<file path="config.mk">
export PLATFORM = sky130hd
export DESIGN_NAME = rgb_to_hsv_converter_core
export DESIGN_NICKNAME = d
export VERILOG_FILES = /design/src/hw/rtl/rgbhsv_pkg.sv /design/src/hw/rtl/rgbhsv_prep.sv /design/src/hw/rtl/rgbhsv_cell.sv /design/src/hw/rtl/rgbhsv_finish.sv /design/src/hw/rtl/rgb_to_hsv_converter_core.sv
export SDC_FILE = /design/constraint.sdc
export NUM_CORES = 1
export LEC_CHECK = 0
export ABC_AREA = 1
export BUFFER_PORTS_ARGS = -buffer_cell sky130_fd_sc_hd__buf_2
export CORE_MARGIN = 2
export CORE_UTILIZATION = 55
export CTS_BUF_LIST = sky130_fd_sc_hd__clkbuf_16
export DETAILED_ROUTE_END_ITERATION = 12
export PLACE_DENSITY = 0.74
export SLEW_MARGIN = 20
export SYNTH_ARGS = -nofsm -noshare
export SYNTH_HDL_FRONTEND = slang
export SYNTH_SLANG_ARGS = --single-unit
</file>
<file path="constraint.sdc">
create_clock -name clk -period 5.8 [get_ports clk]
set_clock_uncertainty 0.05 [all_clocks]
set_input_delay 0.58 -clock clk [delete_from_list [all_inputs] [get_ports clk]]
set_output_delay 0.58 -clock clk [all_outputs]
set_load 0.05 [all_outputs]
</file>
<file path="src/hw/rtl/rgbhsv_pkg.sv">
// ----------------------------------------------------------------------------
// rgbhsv_pkg
// Shared constants, payload types and divider cell data for the RGB to HSV
// converter.
// ----------------------------------------------------------------------------
package rgbhsv_pkg;

  localparam int CHANNEL_BITS      = 8;
  localparam int HUE_FRACTION_BITS = 4;
  localparam int HUE_BITS          = 13;

  localparam int CHAN_MAX    = (1 << CHANNEL_BITS) - 1;
  localparam int HUE_SECTOR  = 60 << HUE_FRACTION_BITS;
  localparam int HUE_FULL    = 6 * HUE_SECTOR;
  localparam int HUE_Q_BITS  = $clog2(HUE_SECTOR + 1);
  localparam int QUO_BITS    = (CHANNEL_BITS > HUE_Q_BITS) ? CHANNEL_BITS : HUE_Q_BITS;
  localparam int NUM_BITS    = CHANNEL_BITS + QUO_BITS;

  typedef enum logic [1:0] {
    SEC_RED   = 2'd0,
    SEC_GREEN = 2'd1,
    SEC_BLUE  = 2'd2
  } sector_t;

  typedef struct packed {
    logic [CHANNEL_BITS-1:0] red;
    logic [CHANNEL_BITS-1:0] green;
    logic [CHANNEL_BITS-1:0] blue;
  } pixel_t;

  typedef struct packed {
    logic [HUE_BITS-1:0]     hue;
    logic [CHANNEL_BITS-1:0] saturation;
    logic [CHANNEL_BITS-1:0] brightness;
    logic                    achromatic;
  } hsv_t;

  typedef struct packed {
    logic [CHANNEL_BITS-1:0] sat_rem;
    logic [QUO_BITS-1:0]     sat_num;
    logic [QUO_BITS-1:0]     sat_quo;
    logic [CHANNEL_BITS-1:0] sat_div;
    logic [CHANNEL_BITS-1:0] hue_rem;
    logic [QUO_BITS-1:0]     hue_num;
    logic [QUO_BITS-1:0]     hue_quo;
    logic [CHANNEL_BITS-1:0] hue_div;
    logic                    neg;
    sector_t                 sector;
    logic [CHANNEL_BITS-1:0] bright;
    logic                    achrom;
  } cell_data_t;

endpackage

</file>
<file path="src/hw/rtl/rgbhsv_prep.sv">
// ----------------------------------------------------------------------------
// rgbhsv_prep
// Two front stages: max/min, sector and channel difference, then the scaled
// numerators that seed the divider chain.
// ----------------------------------------------------------------------------
module rgbhsv_prep (
  input  logic                   clk,
  input  logic                   en_a,
  input  logic                   en_b,
  input  rgbhsv_pkg::pixel_t     pix,
  output rgbhsv_pkg::cell_data_t seed
);

  localparam int CB = rgbhsv_pkg::CHANNEL_BITS;
  localparam int QB = rgbhsv_pkg::QUO_BITS;
  localparam int NB = rgbhsv_pkg::NUM_BITS;

  logic [CB-1:0]       mx, mn, pa, pb;
  rgbhsv_pkg::sector_t sector;

  logic [CB-1:0]       bright_r, delta_r, absdiff_r;
  logic                neg_r;
  rgbhsv_pkg::sector_t sector_r;

  rgbhsv_pkg::cell_data_t seed_r, seed_nxt;
  logic [NB-1:0]          sat_prod, hue_prod;

  always_comb begin
    mx = pix.red;
    mn = pix.red;
    if (pix.green > mx) mx = pix.green;
    if (pix.blue > mx) mx = pix.blue;
    if (pix.green < mn) mn = pix.green;
    if (pix.blue < mn) mn = pix.blue;
    if (mx == pix.red) begin
      sector = rgbhsv_pkg::SEC_RED;
      pa     = pix.green;
      pb     = pix.blue;
    end else if (mx == pix.green) begin
      sector = rgbhsv_pkg::SEC_GREEN;
      pa     = pix.blue;
      pb     = pix.red;
    end else begin
      sector = rgbhsv_pkg::SEC_BLUE;
      pa     = pix.red;
      pb     = pix.green;
    end
  end

  always_ff @(posedge clk) begin
    if (en_a) begin
      bright_r  <= mx;
      delta_r   <= mx - mn;
      absdiff_r <= (pa >= pb) ? (pa - pb) : (pb - pa);
      neg_r     <= (pa < pb);
      sector_r  <= sector;
    end
  end

  // scaled numerators, top part goes straight into the partial remainder
  always_comb begin
    sat_prod = NB'(rgbhsv_pkg::CHAN_MAX) * NB'(delta_r);
    hue_prod = NB'(rgbhsv_pkg::HUE_SECTOR) * NB'(absdiff_r);
    seed_nxt         = '0;
    seed_nxt.sat_rem = sat_prod[NB-1:QB];
    seed_nxt.sat_num = sat_prod[QB-1:0];
    seed_nxt.sat_quo = '0;
    seed_nxt.sat_div = bright_r;
    seed_nxt.hue_rem = hue_prod[NB-1:QB];
    seed_nxt.hue_num = hue_prod[QB-1:0];
    seed_nxt.hue_quo = '0;
    seed_nxt.hue_div = delta_r;
    seed_nxt.neg     = neg_r;
    seed_nxt.sector  = sector_r;
    seed_nxt.bright  = bright_r;
    seed_nxt.achrom  = (delta_r == '0);
  end

  always_ff @(posedge clk) begin
    if (en_b) begin
      seed_r <= seed_nxt;
    end
  end

  assign seed = seed_r;

endmodule

</file>
<file path="src/hw/rtl/rgbhsv_cell.sv">
// ----------------------------------------------------------------------------
// rgbhsv_cell
// One restoring division step for the saturation and hue lanes, registered.
// ----------------------------------------------------------------------------
module rgbhsv_cell (
  input  logic                   clk,
  input  logic                   en,
  input  rgbhsv_pkg::cell_data_t d_in,
  output rgbhsv_pkg::cell_data_t d_out
);

  localparam int CB = rgbhsv_pkg::CHANNEL_BITS;
  localparam int QB = rgbhsv_pkg::QUO_BITS;

  logic [CB:0]            sat_trial, sat_sub, hue_trial, hue_sub;
  logic                   sat_ge, hue_ge;
  rgbhsv_pkg::cell_data_t d_r, d_nxt;

  always_comb begin
    sat_trial = {d_in.sat_rem, d_in.sat_num[QB-1]};
    sat_sub   = sat_trial - {1'b0, d_in.sat_div};
    sat_ge    = (sat_trial >= {1'b0, d_in.sat_div});
    hue_trial = {d_in.hue_rem, d_in.hue_num[QB-1]};
    hue_sub   = hue_trial - {1'b0, d_in.hue_div};
    hue_ge    = (hue_trial >= {1'b0, d_in.hue_div});

    d_nxt         = d_in;
    d_nxt.sat_rem = sat_ge ? sat_sub[CB-1:0] : sat_trial[CB-1:0];
    d_nxt.sat_num = {d_in.sat_num[QB-2:0], 1'b0};
    d_nxt.sat_quo = {d_in.sat_quo[QB-2:0], sat_ge};
    d_nxt.hue_rem = hue_ge ? hue_sub[CB-1:0] : hue_trial[CB-1:0];
    d_nxt.hue_num = {d_in.hue_num[QB-2:0], 1'b0};
    d_nxt.hue_quo = {d_in.hue_quo[QB-2:0], hue_ge};
  end

  always_ff @(posedge clk) begin
    if (en) begin
      d_r <= d_nxt;
    end
  end

  assign d_out = d_r;

endmodule

</file>
<file path="src/hw/rtl/rgbhsv_finish.sv">
// ----------------------------------------------------------------------------
// rgbhsv_finish
// Floor correction and sector offset for hue, achromatic override, and the
// output register.
// ----------------------------------------------------------------------------
module rgbhsv_finish (
  input  logic                   clk,
  input  logic                   en,
  input  rgbhsv_pkg::cell_data_t d_in,
  output rgbhsv_pkg::hsv_t       hsv
);

  localparam int HB = rgbhsv_pkg::HUE_BITS;
  localparam int CB = rgbhsv_pkg::CHANNEL_BITS;

  logic [HB-1:0]    quo, qadj, base;
  rgbhsv_pkg::hsv_t hsv_r, hsv_nxt;

  always_comb begin
    quo  = HB'(d_in.hue_quo);
    qadj = quo + HB'(d_in.hue_rem != '0);
    case (d_in.sector)
      rgbhsv_pkg::SEC_RED:   base = d_in.neg ? HB'(rgbhsv_pkg::HUE_FULL) : '0;
      rgbhsv_pkg::SEC_GREEN: base = HB'(2 * rgbhsv_pkg::HUE_SECTOR);
      rgbhsv_pkg::SEC_BLUE:  base = HB'(4 * rgbhsv_pkg::HUE_SECTOR);
      default:               base = '0;
    endcase

    hsv_nxt.brightness = d_in.bright;
    hsv_nxt.achromatic = d_in.achrom;
    if (d_in.achrom) begin
      hsv_nxt.hue        = '0;
      hsv_nxt.saturation = '0;
    end else begin
      // negative quotient rounds toward minus infinity
      hsv_nxt.hue        = d_in.neg ? (base - qadj) : (base + quo);
      hsv_nxt.saturation = CB'(d_in.sat_quo);
    end
  end

  always_ff @(posedge clk) begin
    if (en) begin
      hsv_r <= hsv_nxt;
    end
  end

  assign hsv = hsv_r;

endmodule

</file>
<file path="src/hw/rtl/rgb_to_hsv_converter_core.sv">
// ----------------------------------------------------------------------------
// rgb_to_hsv_converter_core
// Pipelined RGB to HSV conversion, one pixel per clock while the output is not stalled.
//
// in_data carries one RGB pixel, out_data one HSV result, both with
// valid/ready; a transfer happens when valid and ready are high together.
// Every input transfer yields exactly one output transfer, in order.
// Hue is in 1/16 degree (0..5759), saturation is 255*(max-min)/max floored,
// brightness is the largest channel, achromatic flags equal channels.
// Stages in order: two front stages, one restoring divider cell per quotient
// bit, and the output register. Throughput is one pixel per cycle while
// out_ready keeps the output moving; the divider chain is what sets the depth.
// Each stage holds its own valid bit and loads whenever it is empty or its
// successor moves, so a stalled receiver only backs up the pipeline once all
// stages are full; bubbles collapse while the output waits.
// Synchronous reset (rst_n low) empties every stage; no state is kept.
// ----------------------------------------------------------------------------
module rgb_to_hsv_converter_core (
  input  logic               clk,
  input  logic               rst_n,
  input  logic               in_valid,
  output logic               in_ready,
  input  rgbhsv_pkg::pixel_t in_data,
  output logic               out_valid,
  input  logic               out_ready,
  output rgbhsv_pkg::hsv_t   out_data
);

  localparam int QB = rgbhsv_pkg::QUO_BITS;
  localparam int NS = QB + 3;

  logic [NS-1:0]          valid_r, valid_nxt, adv;
  rgbhsv_pkg::cell_data_t chain [QB+1];

  // per-stage load enables
  always_comb begin
    adv[NS-1] = !valid_r[NS-1] || out_ready;
    for (int i = NS - 2; i >= 0; i--) begin
      adv[i] = !valid_r[i] || adv[i+1];
    end
    for (int i = 0; i < NS; i++) begin
      if (adv[i]) begin
        valid_nxt[i] = (i == 0) ? in_valid : valid_r[(i == 0) ? 0 : i - 1];
      end else begin
        valid_nxt[i] = valid_r[i];
      end
    end
  end

  always_ff @(posedge clk) begin
    if (!rst_n) begin
      valid_r <= '0;
    end else begin
      valid_r <= valid_nxt;
    end
  end

  assign in_ready  = adv[0];
  assign out_valid = valid_r[NS-1];

  rgbhsv_prep u_prep (
    .clk  (clk),
    .en_a (adv[0]),
    .en_b (adv[1]),
    .pix  (in_data),
    .seed (chain[0])
  );

  for (genvar k = 0; k < QB; k++) begin : g_cell
    rgbhsv_cell u_cell (
      .clk   (clk),
      .en    (adv[k+2]),
      .d_in  (chain[k]),
      .d_out (chain[k+1])
    );
  end

  rgbhsv_finish u_finish (
    .clk  (clk),
    .en   (adv[NS-1]),
    .d_in (chain[QB]),
    .hsv  (out_data)
  );

endmodule
</file>
==> impl_metrics.py <==
metrics = {
    "synthesis": {
        "synth_top_area_share_pct": 55.4,
        "synth-edff-count": 581,
        "synth-async-reset-ratio_pct": 0,
        "ys_ff_latch": 594,
        "synth_area_leaders": "edfxtp_1 55%, ha_1 11%, inv_1 5.4%, nand2_1 4.3%, fa_1 3.7%",
        "ys_warn_count": 0,
        "synth_nets": 3203,
        "syn_area_per_cell_um2": 11.1,
        "ys_seq_area_share_pct": 56.2,
        "ys_types": 50,
        "syn_inst": 2847,
        "synth_area_um2": 31500,
        "synth_top_area_cell": "edfxtp_1",
        "synth_top_flop_cell": "edfxtp_1",
    },
    "routing": {
        "topRoutingLayerUsed": "met4",
        "drcViolationCount": 0,
        "met2_length_um": 32000,
        "met3_length_um": 1860,
        "ant_nets": 0,
        "vias": 20200,
        "routed_wl_um": 57400,
        "drtIter0Drc": 1042,
        "drt-vias-per-instance": 5.28,
        "wire_per_inst_um": 15.0,
        "met1_length_um": 21700,
        "firstDrtPassIters": 8,
    },
    "clock_network": {
        "cts_tree": "built",
        "post_cts_buffers": 0,
        "holdBufCountCts": 0,
        "clkTransAtPathRegs_ps": 60,
        "cts_root_buf": "clkbuf_16",
        "cts_buffers": 57,
        "clkSinkCount": 594,
        "insertion_delay_ps": 620,
        "htreeDepth": 2,
        "clk_path_buf_depth": 3,
        "cts-resized-gates": 0,
    },
    "final_layout": {
        "fillerInstances": 4265,
        "layout-drive-gt1-share_pct": 9.24,
        "nets": 3370,
        "fin_cells": 3819,
        "antenna_cells": 0,
        "area_growth_pct": 11.6,
        "utilization_pct": 62.2,
    },
    "sta": {
        "worst_pin_slew_ps": 1040,
        "fin_hold_ws_ps": 226,
        "rsz0062_at_grt": "false",
        "slew_violations": 0,
        "post-route-period-util_pct": 92.6,
        "max_freq_mhz": 186,
        "setup_viol": 0,
        "final_hold_viol_count": 0,
        "fin_crit_ps": 5370,
        "max_slew_margin_pct": 30.8,
    },
    "setup_path": {
        "cp-start-kind": "primary input",
        "critPathSlowestCell": "nor2_4",
        "cp_top_family": "simple AND/OR/NAND/NOR gates",
        "cp.required_ps": 6100,
        "cp-end-kind": "flip-flop",
        "critPathBufInv": 6,
        "max_stage_delay_ps": 310,
        "cp_max_fo": 15,
        "arrival_ps": 5670,
        "critical_path_class": "in2reg",
        "crit_top_cell": "nand2_1",
    },
    "run_status": {
        "status": "complete, no violations",
    },
    "floorplan": {
        "die_w_um": 243,
        "die_area_um2": 59200,
        "boundaryPins": 60,
        "rows": 87,
        "die_y_um": 243,
        "start_util_pct": 55.8,
        "coreArea_um2": 56500,
    },
    "placement": {
        "port_buffers": 59,
        "hpwl_um": 44100,
        "gp_congestion": 0.897,
        "dp.cells": 3711,
    },
    "global_routing": {
        "track_usage_pct": 19.8,
        "grt_pass1_wl_um": 95500,
        "grt_max_degree": 55,
        "grt_pass1_vias": 20500,
        "overflow": 0,
        "antenna_found_initial": 0,
    },
    "run": {
        "maxCapViolCount": 0,
    },
    "worst_hold_path": {
        "hp-class": "in2reg",
    },
}
## path summary, 6_finish.rpt
| check | to | startpoint | slack [ps] | depth (start not counted) |
|---|---|---|---|---|
| worst max-delay path | u_prep.absdiff_r[4]$_DFFE_PP_ | in_data[23] | 430 | 33 |
| worst min-delay path | valid_r[0]$_SDFFE_PN0P_ | in_valid | 230 | 3 |
| worst max register to register | u_prep.seed[81]$_DFFE_PP_ | u_prep.delta_r[4]$_DFFE_PP_ | 740 | 16 |
| worst min register to register | g_cell[3].u_cell.d_out[75]$_DFFE_PP_ | g_cell[2].u_cell.d_out[74]$_DFFE_PP_ | 360 | 0 |
## cell families after synthesis
| family | after synthesis | synth area share (%) |
|---|---|---|
| fa+ha+maj | 328 | 14.4 |
| flops | 594 | 56.2 |
| compound gates | 439 | 7.57 |
| mux | 4 | 0.135 |
| xor+xnor | 140 | 3.89 |
| simple gates | 847 | 11.5 |
| buf+inv | 495 | 6.27 |
## layout make-up
type | count | area [um2] | share of cell area (%)
clock buffers | 57 | 1430 | 4.06
well taps | 756 | 946 | 2.69
flip-flops and latches | 594 | 17700 | 50.4
inverters | 458 | 1730 | 4.91
repair buffers | 145 | 941 | 2.68
multi-input cells | 1758 | 11800 | 33.7
clock inverters | 51 | 584 | 1.66
## layer usage
| layer | track usage (%) | vias to the layer above |
|---|---|---|
| li1 | - | 10100 |
| met3 | 2.79 | 117 |
| met4 | 7.15 | 0 |
| met5 | 0 | - |
| met2 | 39.5 | 355 |
| met1 | 20.7 | 9646 |
## stage by stage
| step | setup slack, ps | setup TNS [ps] | cell area [um2] |
|---|---|---|---|
| 2_1_floorplan | 15.9 | 0 | 31500 |
| 3_3_place_gp | -0.270 | -0.270 | 33200 |
| 3_5_place_dp | -193 | -942 | 33200 |
| 4_1_cts | 443 | 0 | 35200 |
| 5_1_grt | 71.5 | 0 | 35200 |
| 6_report | 431 | 0 | 35200 |
## cells in the final DEF, fill, tap and decap left out, types with 4 or more instances in the layout
cell type	n
inv_1	459
a21o_1	17
bufinv_16	12
nor3_1	31
nand2_1	365
nor2_2	9
fa_1	59
a31oi_1	5
buf_4	86
xnor2_1	41
nand4_1	24
clkinvlp_4	6
clkinv_1	12
clkbuf_16	57
nand2_4	5
edfxtp_1	581
o21a_1	5
buf_2	59
or2_2	4
nand3_1	133
nand2_2	13
nand3_2	4
o41ai_1	4
ha_1	269
a21oi_1	229
a211oi_1	12
o21ai_0	139
o21bai_1	17
xor2_1	99
nor2_1	243
dfxtp_1	13
nor4_1	6
clkinv_2	9
## registers in the layout (all words and copies together) (netlist names)
| name | count |
|---|---|
| g_cell.u_cell.d_out | 477 |
| u_prep.seed | 47 |
| u_finish.hsv | 30 |
| valid_r | 13 |
| u_prep.absdiff_r | 8 |
| u_prep.bright_r | 8 |
| u_prep.delta_r | 8 |
| u_prep.sector_r | 2 |
| u_prep.neg_r | 1 |
## worst register-to-register path: cells and delay by family (launching register included)
family / cells / cell delay (ps)
buffers and inverters: 2 / 90
and+or+nand+nor: 1 / 70
AOI/OAI and AO/OA: 7 / 1330
xor gates and xnor gates: 1 / 320
DFF: 1 / 540
adders and majority gates: 5 / 2440
## synth_stat cells, drive strengths merged (2+ instances only)
master    n
xnor2    41
o41ai     4
o21bai   18
a21oi   230
edfxtp  581
dfxtp    13
inv     457
a311oi    3
o21a      5
mux2i     2
or3       2
a211oi   12
buf      30
a31oi     5
nor4      6
nand3   137
nor3     31
nand4    25
o21ai   140
or2       5
nor2    255
nand2   383
xor2     99
a21o     17
fa       59
mux2      2
clkbuf    7
ha      269
Power is not shown: default switching activity piles up to over one toggle a cycle in this logic, so the estimate is an artifact.
